## config.mk

```make
export PLATFORM = sky130hd
export DESIGN_NAME = adaptive_gain_audio_mixer
export DESIGN_NICKNAME = d
export VERILOG_FILES = /design/src/design/agm_pkg.sv /design/src/design/agm_lane.sv /design/src/design/agm_merge.sv /design/src/design/agm_div.sv /design/src/design/adaptive_gain_audio_mixer.sv
export SDC_FILE = /design/constraint.sdc
export NUM_CORES = 1
export LEC_CHECK = 0
export ABC_AREA = 1
export BUFFER_PORTS_ARGS = -buffer_cell sky130_fd_sc_hd__buf_2
export CAP_MARGIN = 20
export CORE_ASPECT_RATIO = 0.7
export CORE_UTILIZATION = 55
export DETAILED_ROUTE_END_ITERATION = 8
export HOLD_SLACK_MARGIN = 0.02
export PLACE_DENSITY = 0.79
export SYNTH_ARGS = -nofsm -noshare
export SYNTH_HDL_FRONTEND = slang
export SYNTH_SLANG_ARGS = --single-unit
```

## constraint.sdc

```tcl
create_clock -name clk -period 8.2 [get_ports clk]
set_input_delay 1.23 -clock clk [delete_from_list [all_inputs] [get_ports clk]]
set_output_delay 1.23 -clock clk [all_outputs]
set_load 0.02 [all_outputs]
```

## src/design/agm_pkg.sv

```systemverilog
`default_nettype none

package agm_pkg;

  localparam int unsigned LANE_MAX = 8;
  localparam int unsigned SAMPLE_W = 16;
  localparam int unsigned PAIR_W   = SAMPLE_W + 2;
  localparam int unsigned SUM_W    = SAMPLE_W + 3;
  localparam int unsigned MAG_W    = SUM_W;
  localparam int unsigned LIMIT_W  = 16;
  localparam int unsigned SHIFT_W  = 4;
  localparam int unsigned GAIN_OUT_W = 17;

  localparam logic [LIMIT_W-1:0] POS_LIMIT = 16'd32767;
  localparam logic [LIMIT_W-1:0] NEG_LIMIT = 16'd32768;
  localparam logic [SHIFT_W-1:0] SHIFT_RESET = 4'd5;

  localparam logic [SAMPLE_W-1:0] OUT_POS_CLAMP = 16'h7FFF;
  localparam logic [SAMPLE_W-1:0] OUT_NEG_CLAMP = 16'h8000;

  typedef enum logic [2:0] {
    ST_IDLE,
    ST_SUM,
    ST_MAG,
    ST_MUL,
    ST_CHK,
    ST_DIV,
    ST_OUT
  } agm_state_t;

endpackage

`default_nettype wire

```

## src/design/agm_lane.sv

```systemverilog
`default_nettype none

// One mixing lane: sign-extends its sample and gates it with the lane's present bit.
module agm_lane
  import agm_pkg::*;
(
  input  wire logic signed [SAMPLE_W-1:0] sample,
  input  wire logic                       present,
  output logic signed [SUM_W-1:0]         term
);

  assign term = present ? SUM_W'(sample) : '0;

endmodule

`default_nettype wire

```

## src/design/agm_merge.sv

```systemverilog
`default_nettype none

// Two-level registered adder tree that combines the lane terms into one sum.
module agm_merge
  import agm_pkg::*;
(
  input  wire logic                               clk,
  input  wire logic                               load,
  input  wire logic [LANE_MAX-1:0][SUM_W-1:0]     terms,
  output logic signed [SUM_W-1:0]                 sum_r
);

  localparam int unsigned PAIRS = LANE_MAX / 2;

  logic signed [PAIR_W-1:0] pair_r   [PAIRS];
  logic signed [PAIR_W-1:0] pair_nxt [PAIRS];
  logic signed [SUM_W-1:0]  sum_nxt;

  always_comb begin
    for (int p = 0; p < PAIRS; p++) begin
      pair_nxt[p] = PAIR_W'($signed(terms[2*p])) + PAIR_W'($signed(terms[2*p+1]));
    end
    sum_nxt = '0;
    for (int p = 0; p < PAIRS; p++) begin
      sum_nxt = sum_nxt + SUM_W'(pair_r[p]);
    end
  end

  always_ff @(posedge clk) begin
    if (load) begin
      for (int p = 0; p < PAIRS; p++) begin
        pair_r[p] <= pair_nxt[p];
      end
    end
    sum_r <= sum_nxt;
  end

endmodule

`default_nettype wire

```

## src/design/agm_div.sv

```systemverilog
`default_nettype none

// Restoring divider, one quotient bit per cycle. The limit is below the divisor,
// so the quotient of (limit << QW) / divisor fits in QW bits.
module agm_div
  import agm_pkg::*;
#(
  parameter int unsigned QW = 16
) (
  input  wire logic               clk,
  input  wire logic               rst_n,
  input  wire logic               start,
  input  wire logic [LIMIT_W-1:0] limit,
  input  wire logic [MAG_W-1:0]   divisor,
  output logic                    done_r,
  output logic [QW-1:0]           quot_r
);

  localparam int unsigned CW = $clog2(QW + 1);

  logic             busy_r, busy_nxt;
  logic             done_nxt;
  logic [CW-1:0]    cnt_r, cnt_nxt;
  logic [MAG_W-1:0] rem_r, rem_nxt;
  logic [MAG_W-1:0] d_r, d_nxt;
  logic [QW-1:0]    quot_nxt;
  logic [MAG_W:0]   rem2;
  logic [MAG_W:0]   diff;
  logic             ge;

  always_comb begin
    rem2     = {rem_r, 1'b0};
    diff     = rem2 - {1'b0, d_r};
    ge       = rem2 >= {1'b0, d_r};
    busy_nxt = busy_r;
    done_nxt = 1'b0;
    cnt_nxt  = cnt_r;
    rem_nxt  = rem_r;
    d_nxt    = d_r;
    quot_nxt = quot_r;
    if (start) begin
      busy_nxt = 1'b1;
      cnt_nxt  = CW'(QW);
      rem_nxt  = MAG_W'(limit);
      d_nxt    = divisor;
      quot_nxt = '0;
    end else if (busy_r) begin
      rem_nxt  = ge ? diff[MAG_W-1:0] : rem2[MAG_W-1:0];
      quot_nxt = {quot_r[QW-2:0], ge};
      cnt_nxt  = cnt_r - 1'b1;
      if (cnt_r == CW'(1)) begin
        busy_nxt = 1'b0;
        done_nxt = 1'b1;
      end
    end
  end

  always_ff @(posedge clk) begin
    if (!rst_n) begin
      busy_r <= 1'b0;
      done_r <= 1'b0;
      cnt_r  <= '0;
    end else begin
      busy_r <= busy_nxt;
      done_r <= done_nxt;
      cnt_r  <= cnt_nxt;
    end
  end

  always_ff @(posedge clk) begin
    rem_r  <= rem_nxt;
    d_r    <= d_nxt;
    quot_r <= quot_nxt;
  end

endmodule

`default_nettype wire

```

## src/design/adaptive_gain_audio_mixer.sv

```systemverilog
`default_nettype none

// A word passes through the states SUM, MAG, MUL and CHK, then DIV when the mix clips
// (the serial divider adds one bit a cycle), and then OUT, which holds the result
// until the output register is free. in_ready is high only between words, in IDLE,
// so a new word is accepted only once the last result has been written.
// Reset (rst_n low, synchronous) sets the gain to unity, recovery_shift to 5 and
// empties the result register.
module adaptive_gain_audio_mixer
  import agm_pkg::*;
#(
  parameter int unsigned LANES          = 8,
  parameter int unsigned GAIN_FRAC_BITS = 16
) (
  input  wire logic                       clk,
  input  wire logic                       rst_n,
  input  wire logic                       in_valid,
  output logic                            in_ready,
  input  wire logic signed [SAMPLE_W-1:0] in_lane0_sample,
  input  wire logic signed [SAMPLE_W-1:0] in_lane1_sample,
  input  wire logic signed [SAMPLE_W-1:0] in_lane2_sample,
  input  wire logic signed [SAMPLE_W-1:0] in_lane3_sample,
  input  wire logic signed [SAMPLE_W-1:0] in_lane4_sample,
  input  wire logic signed [SAMPLE_W-1:0] in_lane5_sample,
  input  wire logic signed [SAMPLE_W-1:0] in_lane6_sample,
  input  wire logic signed [SAMPLE_W-1:0] in_lane7_sample,
  input  wire logic [LANE_MAX-1:0]        in_lane_present,
  input  wire logic                       in_run_start,
  output logic                            out_valid,
  input  wire logic                       out_ready,
  output logic signed [SAMPLE_W-1:0]      out_mixed_sample,
  output logic                            out_clipped,
  output logic [GAIN_OUT_W-1:0]           out_gain_now,
  input  wire logic                       cfg_wr_en,
  input  wire logic [SHIFT_W-1:0]         cfg_wr_data
);

  // Gain is unsigned fixed point with GAIN_FRAC_BITS fraction bits plus one
  // integer bit, so unity is exactly representable.
  localparam int unsigned GW     = GAIN_FRAC_BITS + 1;
  localparam int unsigned PROD_W = MAG_W + GW;
  localparam logic [GW-1:0] UNITY = GW'(1) << GAIN_FRAC_BITS;

  logic [LANE_MAX-1:0][SAMPLE_W-1:0] samples;
  logic [LANE_MAX-1:0][SUM_W-1:0]    terms;
  logic signed [SUM_W-1:0]           sum_r;

  agm_state_t state_r, state_nxt;

  logic [GW-1:0]         gain_r, gain_nxt;
  logic [SHIFT_W-1:0]    shift_r, shift_nxt;
  logic                  out_valid_r, out_valid_nxt;
  logic [SAMPLE_W-1:0]   mixed_r, mixed_nxt;
  logic                  clipped_r, clipped_nxt;
  logic [GAIN_OUT_W-1:0] gain_out_r, gain_out_nxt;

  logic                  neg_r, neg_nxt;
  logic [MAG_W-1:0]      mag_r, mag_nxt;
  logic [PROD_W-1:0]     prod_r, prod_nxt;
  logic [MAG_W-1:0]      smag_r, smag_nxt;
  logic                  clip_r, clip_nxt;

  logic                  accept;
  logic                  merge_load;
  logic [MAG_W-1:0]      smag_c;
  logic                  clip_c;
  logic [LIMIT_W-1:0]    limit_c;
  logic                  div_start;
  logic                  div_done;
  logic [GAIN_FRAC_BITS-1:0] div_quot;
  logic [GW-1:0]         gain_base;
  logic [GW-1:0]         gain_rec;
  logic [GW-1:0]         gain_gap;
  logic [GW+GAIN_OUT_W-1:0] gain_ext;
  logic                  out_free;

  assign samples = {in_lane7_sample, in_lane6_sample, in_lane5_sample, in_lane4_sample,
                    in_lane3_sample, in_lane2_sample, in_lane1_sample, in_lane0_sample};

  // One lane per configured source; the lanes past LANES contribute nothing.
  for (genvar k = 0; k < LANE_MAX; k++) begin : g_lane
    if (k < LANES) begin : g_on
      agm_lane u_lane (
        .sample  (samples[k]),
        .present (in_lane_present[k]),
        .term    (terms[k])
      );
    end else begin : g_off
      assign terms[k] = '0;
    end
  end

  assign accept     = in_valid && in_ready;
  assign merge_load = accept;

  agm_merge u_merge (
    .clk   (clk),
    .load  (merge_load),
    .terms (terms),
    .sum_r (sum_r)
  );

  // The scaled magnitude after truncation never exceeds the unscaled magnitude,
  // so MAG_W bits above the fraction are enough.
  assign smag_c  = prod_r[GAIN_FRAC_BITS +: MAG_W];
  assign clip_c  = neg_r ? (smag_c > MAG_W'(NEG_LIMIT)) : (smag_c > MAG_W'(POS_LIMIT));
  assign limit_c = neg_r ? NEG_LIMIT : POS_LIMIT;
  assign div_start = (state_r == ST_CHK) && clip_c;

  agm_div #(
    .QW (GAIN_FRAC_BITS)
  ) u_div (
    .clk     (clk),
    .rst_n   (rst_n),
    .start   (div_start),
    .limit   (limit_c),
    .divisor (smag_c),
    .done_r  (div_done),
    .quot_r  (div_quot)
  );

  // A clip replaces the gain by the quotient; then the gain creeps back toward
  // unity by a shifted fraction of the remaining gap.
  assign gain_base = clip_r ? {1'b0, div_quot} : gain_r;
  assign gain_gap  = UNITY - gain_base;
  assign gain_rec  = (gain_base < UNITY) ? (gain_base + (gain_gap >> shift_r)) : gain_base;
  assign gain_ext  = {{GAIN_OUT_W{1'b0}}, gain_rec};
  assign out_free  = !out_valid_r || out_ready;

  assign in_ready         = (state_r == ST_IDLE);
  assign out_valid        = out_valid_r;
  assign out_mixed_sample = mixed_r;
  assign out_clipped      = clipped_r;
  assign out_gain_now     = gain_out_r;

  always_comb begin
    state_nxt     = state_r;
    gain_nxt      = gain_r;
    shift_nxt     = shift_r;
    out_valid_nxt = out_valid_r;
    mixed_nxt     = mixed_r;
    clipped_nxt   = clipped_r;
    gain_out_nxt  = gain_out_r;
    neg_nxt       = neg_r;
    mag_nxt       = mag_r;
    prod_nxt      = prod_r;
    smag_nxt      = smag_r;
    clip_nxt      = clip_r;

    if (cfg_wr_en) begin
      shift_nxt = cfg_wr_data;
    end
    if (out_valid_r && out_ready) begin
      out_valid_nxt = 1'b0;
    end

    unique case (state_r)
      ST_IDLE: begin
        if (accept) begin
          // A run start puts the gain back at unity before this word is scaled.
          if (in_run_start) begin
            gain_nxt = UNITY;
          end
          state_nxt = ST_SUM;
        end
      end
      ST_SUM: begin
        state_nxt = ST_MAG;
      end
      ST_MAG: begin
        // Scaling the magnitude makes the truncating shift round toward zero.
        neg_nxt   = sum_r[SUM_W-1];
        mag_nxt   = sum_r[SUM_W-1] ? MAG_W'(-sum_r) : MAG_W'(sum_r);
        state_nxt = ST_MUL;
      end
      ST_MUL: begin
        prod_nxt  = PROD_W'(mag_r) * PROD_W'(gain_r);
        state_nxt = ST_CHK;
      end
      ST_CHK: begin
        smag_nxt  = smag_c;
        clip_nxt  = clip_c;
        state_nxt = clip_c ? ST_DIV : ST_OUT;
      end
      ST_DIV: begin
        if (div_done) begin
          state_nxt = ST_OUT;
        end
      end
      ST_OUT: begin
        if (out_free) begin
          out_valid_nxt = 1'b1;
          clipped_nxt   = clip_r;
          if (clip_r) begin
            mixed_nxt = neg_r ? OUT_NEG_CLAMP : OUT_POS_CLAMP;
          end else begin
            mixed_nxt = neg_r ? (-smag_r[SAMPLE_W-1:0]) : smag_r[SAMPLE_W-1:0];
          end
          gain_nxt     = gain_rec;
          gain_out_nxt = gain_ext[GAIN_OUT_W-1:0];
          state_nxt    = ST_IDLE;
        end
      end
      default: begin
        state_nxt = ST_IDLE;
      end
    endcase
  end

  always_ff @(posedge clk) begin
    if (!rst_n) begin
      state_r <= ST_IDLE;
    end else begin
      state_r <= state_nxt;
    end
  end

  always_ff @(posedge clk) begin
    if (!rst_n) begin
      gain_r      <= UNITY;
      shift_r     <= SHIFT_RESET;
      out_valid_r <= 1'b0;
    end else begin
      gain_r      <= gain_nxt;
      shift_r     <= shift_nxt;
      out_valid_r <= out_valid_nxt;
    end
  end

  always_ff @(posedge clk) begin
    mixed_r    <= mixed_nxt;
    clipped_r  <= clipped_nxt;
    gain_out_r <= gain_out_nxt;
    neg_r      <= neg_nxt;
    mag_r      <= mag_nxt;
    prod_r     <= prod_nxt;
    smag_r     <= smag_nxt;
    clip_r     <= clip_nxt;
  end

endmodule

`default_nettype wire
```

Yosys cells after proc, flatten, opt, wreduce, memory -nomap -nowiden
Memories as Yosys holds them, arrays and structs flattened.
Cells that the tools add are included.

cells by class
  $add $sub $neg = 13
  $mul = 1
  divide/modulo/power cells = 0
  order comparisons = 4
  equality and inequality tests = 11
  shift-type cells = 1
  mux-type cells = 38
  bitwise logic cells = 2
  reduce and logical (&&, ||, !) cells = 13

operators by type and width
  kind                    count
  $mux 18                 9
  $mux 17                 5
  $mux 16                 5
  $add 18x18->18          4
  $add 19x18->19          2
  $mul 19x17->35          1
  $pmux 17 s2             1
  $pmux 3 s7              1
  $ge 20x19->1            1
  $add 18x18->19          1
  $gt 19x15->1 const B    1
  $gt 19x16->1 const B    1
  $mux 19                 1
  $neg 19->19             1
  $sub 19x19->19          1
  $add 17x17->17          1
  $lt 17x17->1 const B    1
  $shr 17x4->17           1
  $sub 17x17->17 const A  1
  $neg 16->16             1
  $mux 1                  10
  $mux 5                  2
  $eq 3x3->1 const B      3
  $mux 3                  3
  other kinds (18)        25

storage, ports and cells
  register bits = 211
  bits in latches = 0
  memory bits (writable) = 72
  ROM bits = 0
  bits of input ports = 146
  memories = 1

memory list
  name            words  width  rd ports  clocked after memory_dff  write ports  line             source
  u_merge.pair_r  4      18     4         0                         4            agm_merge.sv:15  logic signed [PAIR_W-1:0] pair_r [PAIRS];

Depth between registers and ports, before layout
Gate-level depths: netlist (run 1).

  word-level depth = 7
  depth in mapped cells = 30

Cells and area by module
A second synthesis (run 1) with hierarchy kept.

unflattened totals
  cell total of the unflattened synthesis = 4359
  area total of the unflattened synthesis = 31918.1 um^2

by module, submodules not included
  module                     instances  cells an instance  area each (um^2)
  adaptive_gain_audio_mixer  1          2419               18203.7
  agm_merge                  1          1135               8440.6
  agm_div                    1          509                3782.4
  agm_lane                   8          37                 186.4

Worst setup path after synthesis (run 1)
No wires, ideal clock.

  path kind = flip-flop to flip-flop
  start = register mag_r[7]
  end = register prod_r[25] (data pin)
  arrival time = 5234 ps
  slack = 2704 ps
  cell stages (with the launch flop) = 22
  period minus slack after synthesis = 5496 ps
  cell sequence = edfxtp_1 > clkbuf_1 > clkbuf_1 > nand2_1 > fa_1 > inv_1 > fa_1 > inv_1 > fa_1 > inv_1 > fa_1 > fa_1 > inv_1 > fa_1 > inv_1 > ha_1 > nand2_1 > nor2_1 > nand2_1 > o21ai_0 > a21oi_1 > xor2_1

between the ends
  cells in the longest elaborated chain, start to end = 1

RTL lines
  item                    line                              source
  start, declared         adaptive_gain_audio_mixer.sv:58   logic [MAG_W-1:0] mag_r, mag_nxt;
  start signal, assigned  adaptive_gain_audio_mixer.sv:235  mag_r <= mag_nxt;
  $mul 19x17->35          adaptive_gain_audio_mixer.sv:177  prod_nxt = PROD_W'(mag_r) * PROD_W'(gain_r);
  end signal, assigned    adaptive_gain_audio_mixer.sv:236  prod_r <= prod_nxt;
  end, declared           adaptive_gain_audio_mixer.sv:59   logic [PROD_W-1:0] prod_r, prod_nxt;

No other way between the ends.
A chain may end at the register's enable or synchronous reset.

Final worst setup path (run 1)
  start = register gain_r[2]
  end = register prod_r[31] (data pin)

between the ends
  cells in the longest elaborated chain, start to end = 1

RTL lines
  item                    line                              source
  start, declared         adaptive_gain_audio_mixer.sv:50   logic [GW-1:0] gain_r, gain_nxt;
  start signal, assigned  adaptive_gain_audio_mixer.sv:224  gain_r <= gain_nxt;
  $mul 19x17->35          adaptive_gain_audio_mixer.sv:177

No other way between the ends.

==> impl_metrics.ini, run 1 <==
[run_status]
status = complete, no violations

[yosys]
synth_cell_types = 51
yosysMostFrequentCell = nand2_1
yosys.area.top_type = edfxtp_1
synth_common_cells = nand2_1 (965), inv_1 (843), fa_1 (293), ha_1 (227), edfxtp_1 (197)
ys_warn_count = 0
syn_inst = 3757
avgSynthCellArea_sq_um = 7.804
synth-seq-cells = 267
syn_area_sq_um = 29320
synth_fp_nets = 4423
ys_top_cells_by_area = edfxtp_1 (20%), fa_1 (20%), nand2_1 (12%)
synthFlopType = edfxtp_1
async_reset_ff_share_pct = 0
synth_top_area_share_pct = 20.18
seq_area_frac_synth_pct = 24.96
synth_edf_count = 197

[run]
maxCapViolCount = 0

[die]
dieArea_sq_um = 54250
design.portCount = 182
core_sq_um = 52460
start_util_pct = 55.88
die_width_um = 278.0
placementRows = 70
die_h_um = 195.2

[cells_and_area]
multi_input_area_sq_um = 18320
area_growth_pct = 7.614
nets = 4519
layoutNonFillerInstCount = 4561
register_area_sq_um = 7317
fillers = 4621
drive_above_1_share_pct = 7.018

[clock_tree]
cts_setup_buffers = 0
cts_buffers = 29
ctsRootBufferMaster = clkbuf_16
insertion_delay_ps = 590
numClockSinks = 267
htreeDepth = 1
cts_tree = built
cts_resized = 0
path_clk_slew_ps = 70
cts_buffer_depth = 3
holdBufCountCts = 0

[timing]
rsz0062_at_grt = false
worst_pin_slew_ps = 1099
min_period_ps = 6345
tns_ps = 0
fin_crit_sh_pct = 77.37
fmax_mhz = 157.6
clock_skew_ps = 18.44
maxSlewViolCount = 0
setup_slack_ps = 1855
setup_viol = 0
maxSlewHeadroom_pct = 26.64
hold_viol = 0

[setup_path]
criticalPathCategory = flip-flop to flip-flop
worst-path-max-fanout = 22
crit_path_start_kind = flip-flop
cp-end-kind = flip-flop
crit_arrival_ps = 6680
required_ps = 8540

[route]
drt-initial-drc-count = 2831
wl_met3_mm = 9.054
wl_met1_mm = 35.34
num_vias = 24650
first_pass_iters = 6
via_per_inst = 5.404
highest-signal-layer = met5
wirelength_mm = 76.36
drc = 0
wl_met2_mm = 30.48
wl_per_cell_um = 16.74
ant_nets = 0

[global_routing]
antenna_found_initial = 2
grt_use_total_pct = 28.90
grt_pass1_vias = 24010
overflow = 0
grt_max_degree = 73
grt_pass1_wl_mm = 125.9

[power_and_ir_drop]
p_leak_nw = 17.03
powerDensity_nw_per_um2 = 185.7
max-vdd-ir-drop_mv = 0.1784

[placed_design]
gp_congestion = 0.9865
dp.cells = 4506
place.detailed.hpwl_mm = 60.99
dp_slack_ps = 1971
io_buffers = 181

[worst_hold_path]
worstHoldPathType = flip-flop to flip-flop
## kinds of logic (layout without fill, tap and decap cells)
kind of cell,count (synthesis),in the layout,synth area share [%]
simple gates,1412,1412,19.91
buf+inv,975,1094,12.66
fa+ha+maj,520,520,29.69
compound gates,434,434,8.326
flops,267,267,24.96
xor+xnor,149,149,4.451
other cells,0,1,0
## final timing paths
| check | start | end | slack, ps | depth (start not counted) |
|---|---|---|---|---|
| worst min-delay path | u_merge.sum_r[0]$_DFF_P_ | mag_r[0]$_DFFE_PP_ | 420 | 0 |
| worst min register to register | u_merge.sum_r[0]$_DFF_P_ | mag_r[0]$_DFFE_PP_ | 420 | 0 |
| worst max-delay path | gain_r[2]$_SDFFE_PN0P_ | prod_r[31]$_DFFE_PP_ | 1860 | 20 |
| worst max register to register | gain_r[2]$_SDFFE_PN0P_ | prod_r[31]$_DFFE_PP_ | 1860 | 20 |
## stage by stage
stage                     instance area, sq um  hold WS, ps  power, mW  util [%]
after floorplan                          29320        408.2      3.841         -
after global placement                   30660        433.6      4.473     58.44
after detailed placement                 30660        418.7      4.536     58.44
after CTS                                31550        422.9      5.828     60.13
after global routing                     31550        430.2      6.263     60.13
final                                    31550        423.0      5.858     60.14
## per-layer routing
metal  vias to the layer above  track usage, %
li1                      11790               -
met1                     11550           43.70
met2                      1173           41.08
met3                       138           8.064
met4                         2           5.770
met5                         -               0
## where the power goes
part,switching (mW),internal [mW],total [mW]
combinational,1.65,0.961,2.61
clock,0.573,0.692,1.27
sequential,0.225,1.76,1.98
total,2.45,3.41,5.86
## flip-flops by register name, indices dropped and copies added, names as in the netlist, 4 cells and up
name,cells
u_div.quot_r,16
u_div.cnt_r,5
u_div.rem_r,19
gain_r,17
out_mixed_sample,16
u_merge.pair_r,72
u_div.d_r,19
out_gain_now,17
u_merge.sum_r,19
shift_r,4
mag_r,19
prod_r,19
smag_r,16
## critical path, cell delays in order, from the launching register on
cell and delay (ps):
dfxtp_1 1010, nand2_1 210, fa_1 570, fa_1 570, fa_1 450, fa_1 550, inv_1 50, fa_1 480
inv_1 50, fa_1 530, inv_1 40, ha_1 330, nand2_1 120, nor2_1 150, nand4_1 90, o21ai_0 320
nand3_1 140, nand3_1 180, nand2_1 110, nand3_1 80, nand2_1 50
## final cells by class
type | instances | area share, %
Timing Repair Buffer | 190 | 3.085
Antenna cell | 1 | 0.007931
Tap cell | 684 | 2.713
Multi-Input combinational cell | 2515 | 58.06
Sequential cell | 267 | 23.19
Clock inverter | 15 | 0.4005
Inverter | 850 | 10.12
Clock buffer | 39 | 2.419
## placed cells by master (no fill, tap or decap), types with 20 or more instances in the layout
| master | count |
|---|---|
| clkbuf_16 | 29 |
| nand4_1 | 23 |
| xor2_1 | 99 |
| dfxtp_1 | 70 |
| buf_2 | 181 |
| inv_1 | 843 |
| nand2_1 | 965 |
| xnor2_1 | 50 |
| fa_1 | 293 |
| nor3_1 | 24 |
| nand3_1 | 181 |
| edfxtp_1 | 197 |
| a21oi_1 | 181 |
| ha_1 | 227 |
| o21ai_0 | 128 |
| nor2_1 | 155 |
| a21o_1 | 20 |
(Power assumes the default switching activity.)
==> inputs of run 2 (changes only) <==
clock period = 6.4 ns   (was 8.2 ns; I/O delays follow)
==> impl_metrics.ini, run 2 (synthesis gave the netlist of run 1 again) <==
[die]
start_util_pct = 55.88
design.portCount = 182
placementRows = 70
dieArea_sq_um = 54250
die_width_um = 278.0
core_sq_um = 52460
die_h_um = 195.2

[setup_path]
cp_num_buf_inv = 4
worst-path-max-fanout = 13
criticalPathCategory = flip-flop to flip-flop
cp_num_cells = 18
path_delay_family = adder cells
path_cells = buf_4, nand2_1, inv_1, fa_1, fa_1, inv_1, fa_1, inv_1, fa_1, fa_1, ha_1, ha_1, a21oi_1, o21a_1, o221ai_1, a21oi_1, nand2_1, xor2_1
rr_endpoint = prod_r[32]$_DFFE_PP_
reg2reg_slack_ps = 260
crit_top_cell = fa_1
slowest_delay_ps = 800
cp-end-kind = flip-flop
required_ps = 6700
critPathSlowestCell = dfxtp_1
crit_arrival_ps = 6440
crit_path_start_kind = flip-flop
reg2regPathDepth = 18
timing.rr.start = gain_r[12]$_SDFFE_PN0P_

[worst_hold_path]
hp-start = u_merge.sum_r[0]$_DFF_P_
min_path_cells = 0
min_to = mag_r[0]$_DFFE_PP_
worstHoldPathType = flip-flop to flip-flop

[timing]
hold_viol = 0
setup_viol = 0
fmax_mhz = 163.0
tns_ps = 0
worst_pin_slew_ps = 976.3
rsz0062_at_grt = false
maxSlewViolCount = 0
clock_skew_ps = 28.01
fin_crit_sh_pct = 95.89
maxSlewHeadroom_pct = 34.91
min_period_ps = 6137

[cells_and_area]
final_cell_mix = nand2_1 (965), inv_1 (843), fa_1 (293), ha_1 (227), edfxtp_1 (197)
layoutNonFillerInstCount = 4585
largest_register_ff_count = 72
drive_above_1_share_pct = 7.921
num_antenna_cells = 0
final_common_cell = nand2_1
top_register = u_merge.pair_r
nets = 4546
final_util_pct = 60.57
area_growth_pct = 8.390

[route]
first_pass_iters = 5
drc = 0
drt-initial-drc-count = 2314
via_per_inst = 5.343
num_vias = 24500
wirelength_mm = 75.29
ant_nets = 0
wl_per_cell_um = 16.42

[clock_tree]
htreeDepth = 1
path_clk_slew_ps = 70
numClockSinks = 267
ctsRootBufferMaster = clkbuf_16
cts_tree = built
insertion_delay_ps = 580
cts_buffer_depth = 3
cts_buffers = 27

[global_routing]
grt_max_degree = 73
antenna_found_initial = 0
grt_pass1_vias = 23860
overflow = 0
grt_use_total_pct = 28.34
grt_pass1_wl_mm = 123.4

[placed_design]
dp.cells = 4528
io_buffers = 181
place.detailed.hpwl_mm = 61.11
gp_congestion = 0.9957

[run_status]
status = complete, no violations

[run]
maxCapViolCount = 0

[power_and_ir_drop]
max-vdd-ir-drop_mv = 0.1987
powerDensity_nw_per_um2 = 235.9
p_leak_nw = 17.19
==> run 2: cell types whose count changed in the layout (fill, tap and decap cells not counted), sizes merged <==
cell / change
buf: +29
clkinv: +1
inv: -1
diode: -1
clkbuf: -6
bufinv: +1
clkinvlp: +1
==> run 2: per-layer routing <==
| metal | routed length, um | track usage [%] | vias up |
|---|---|---|---|
| li1 | - | - | 11840 |
| met1 | 35390 | 43.71 | 11450 |
| met2 | 30540 | 41.02 | 1117 |
| met3 | 7929 | 5.444 | 91 |
| met4 | 1434 | 6.118 | 0 |
| met5 | 0 | 0 | - |
==> run 2: worst register-to-register path, cell delays in order, from the launching register on <==
cell	delay [ps]
dfxtp_1	800
buf_4	320
nand2_1	70
inv_1	100
fa_1	450
fa_1	550
inv_1	50
fa_1	470
inv_1	50
fa_1	490
fa_1	480
ha_1	320
ha_1	390
a21oi_1	270
o21a_1	280
o221ai_1	290
a21oi_1	240
nand2_1	100
xor2_1	140
==> run 2: area by class of cell <==
| type | instances | area (sq um) |
|---|---|---|
| Timing Repair Buffer | 219 | 1211 |
| Clock buffer | 33 | 728.2 |
| Inverter | 850 | 3193 |
| Tap cell | 684 | 855.8 |
| Clock inverter | 17 | 148.9 |
| Sequential cell | 267 | 7322 |
| Fill cell | 4551 | 20680 |
| Multi-Input combinational cell | 2515 | 18320 |
==> run 2: through the flow <==
step | area [sq um] | hold WS [ps] | worst slack (ps) | power [mW]
floorplan | 29320 | 408.2 | 903.5 | 4.922
global placement | 30820 | 422.3 | 427.4 | 5.734
detailed placement | 30820 | 418.7 | 364.8 | 5.805
CTS | 31700 | 433.9 | 331.0 | 7.431
global route | 31780 | 442.2 | 11.77 | 8.034
finish | 31780 | 429.0 | 263.3 | 7.496
==> run 2: worst max path at each step <==
stage,startpoint,to
2_1_floorplan,mag_r[7]$_DFFE_PP_,prod_r[25]$_DFFE_PP_
3_3_place_gp,gain_r[3]$_SDFFE_PN0P_,prod_r[31]$_DFFE_PP_
3_5_place_dp,gain_r[4]$_SDFFE_PN0P_,prod_r[31]$_DFFE_PP_
4_1_cts,gain_r[4]$_SDFFE_PN0P_,prod_r[31]$_DFFE_PP_
5_1_grt,gain_r[5]$_SDFFE_PN0P_,prod_r[31]$_DFFE_PP_
6_report,gain_r[12]$_SDFFE_PN0P_,prod_r[32]$_DFFE_PP_
==> run 2: where the power goes <==
part / internal, mW / switching [mW] / total (mW)
clock network: 0.893 / 0.708 / 1.60
registers: 2.25 / 0.260 / 2.51
logic: 1.25 / 2.14 / 3.38
==> run 2: repair_timing <==
action	4_1_cts	5_1_grt
setup buffers	0	6
resized for setup	0	4
hold buffers	0	0
setup endpoints to repair	0	4
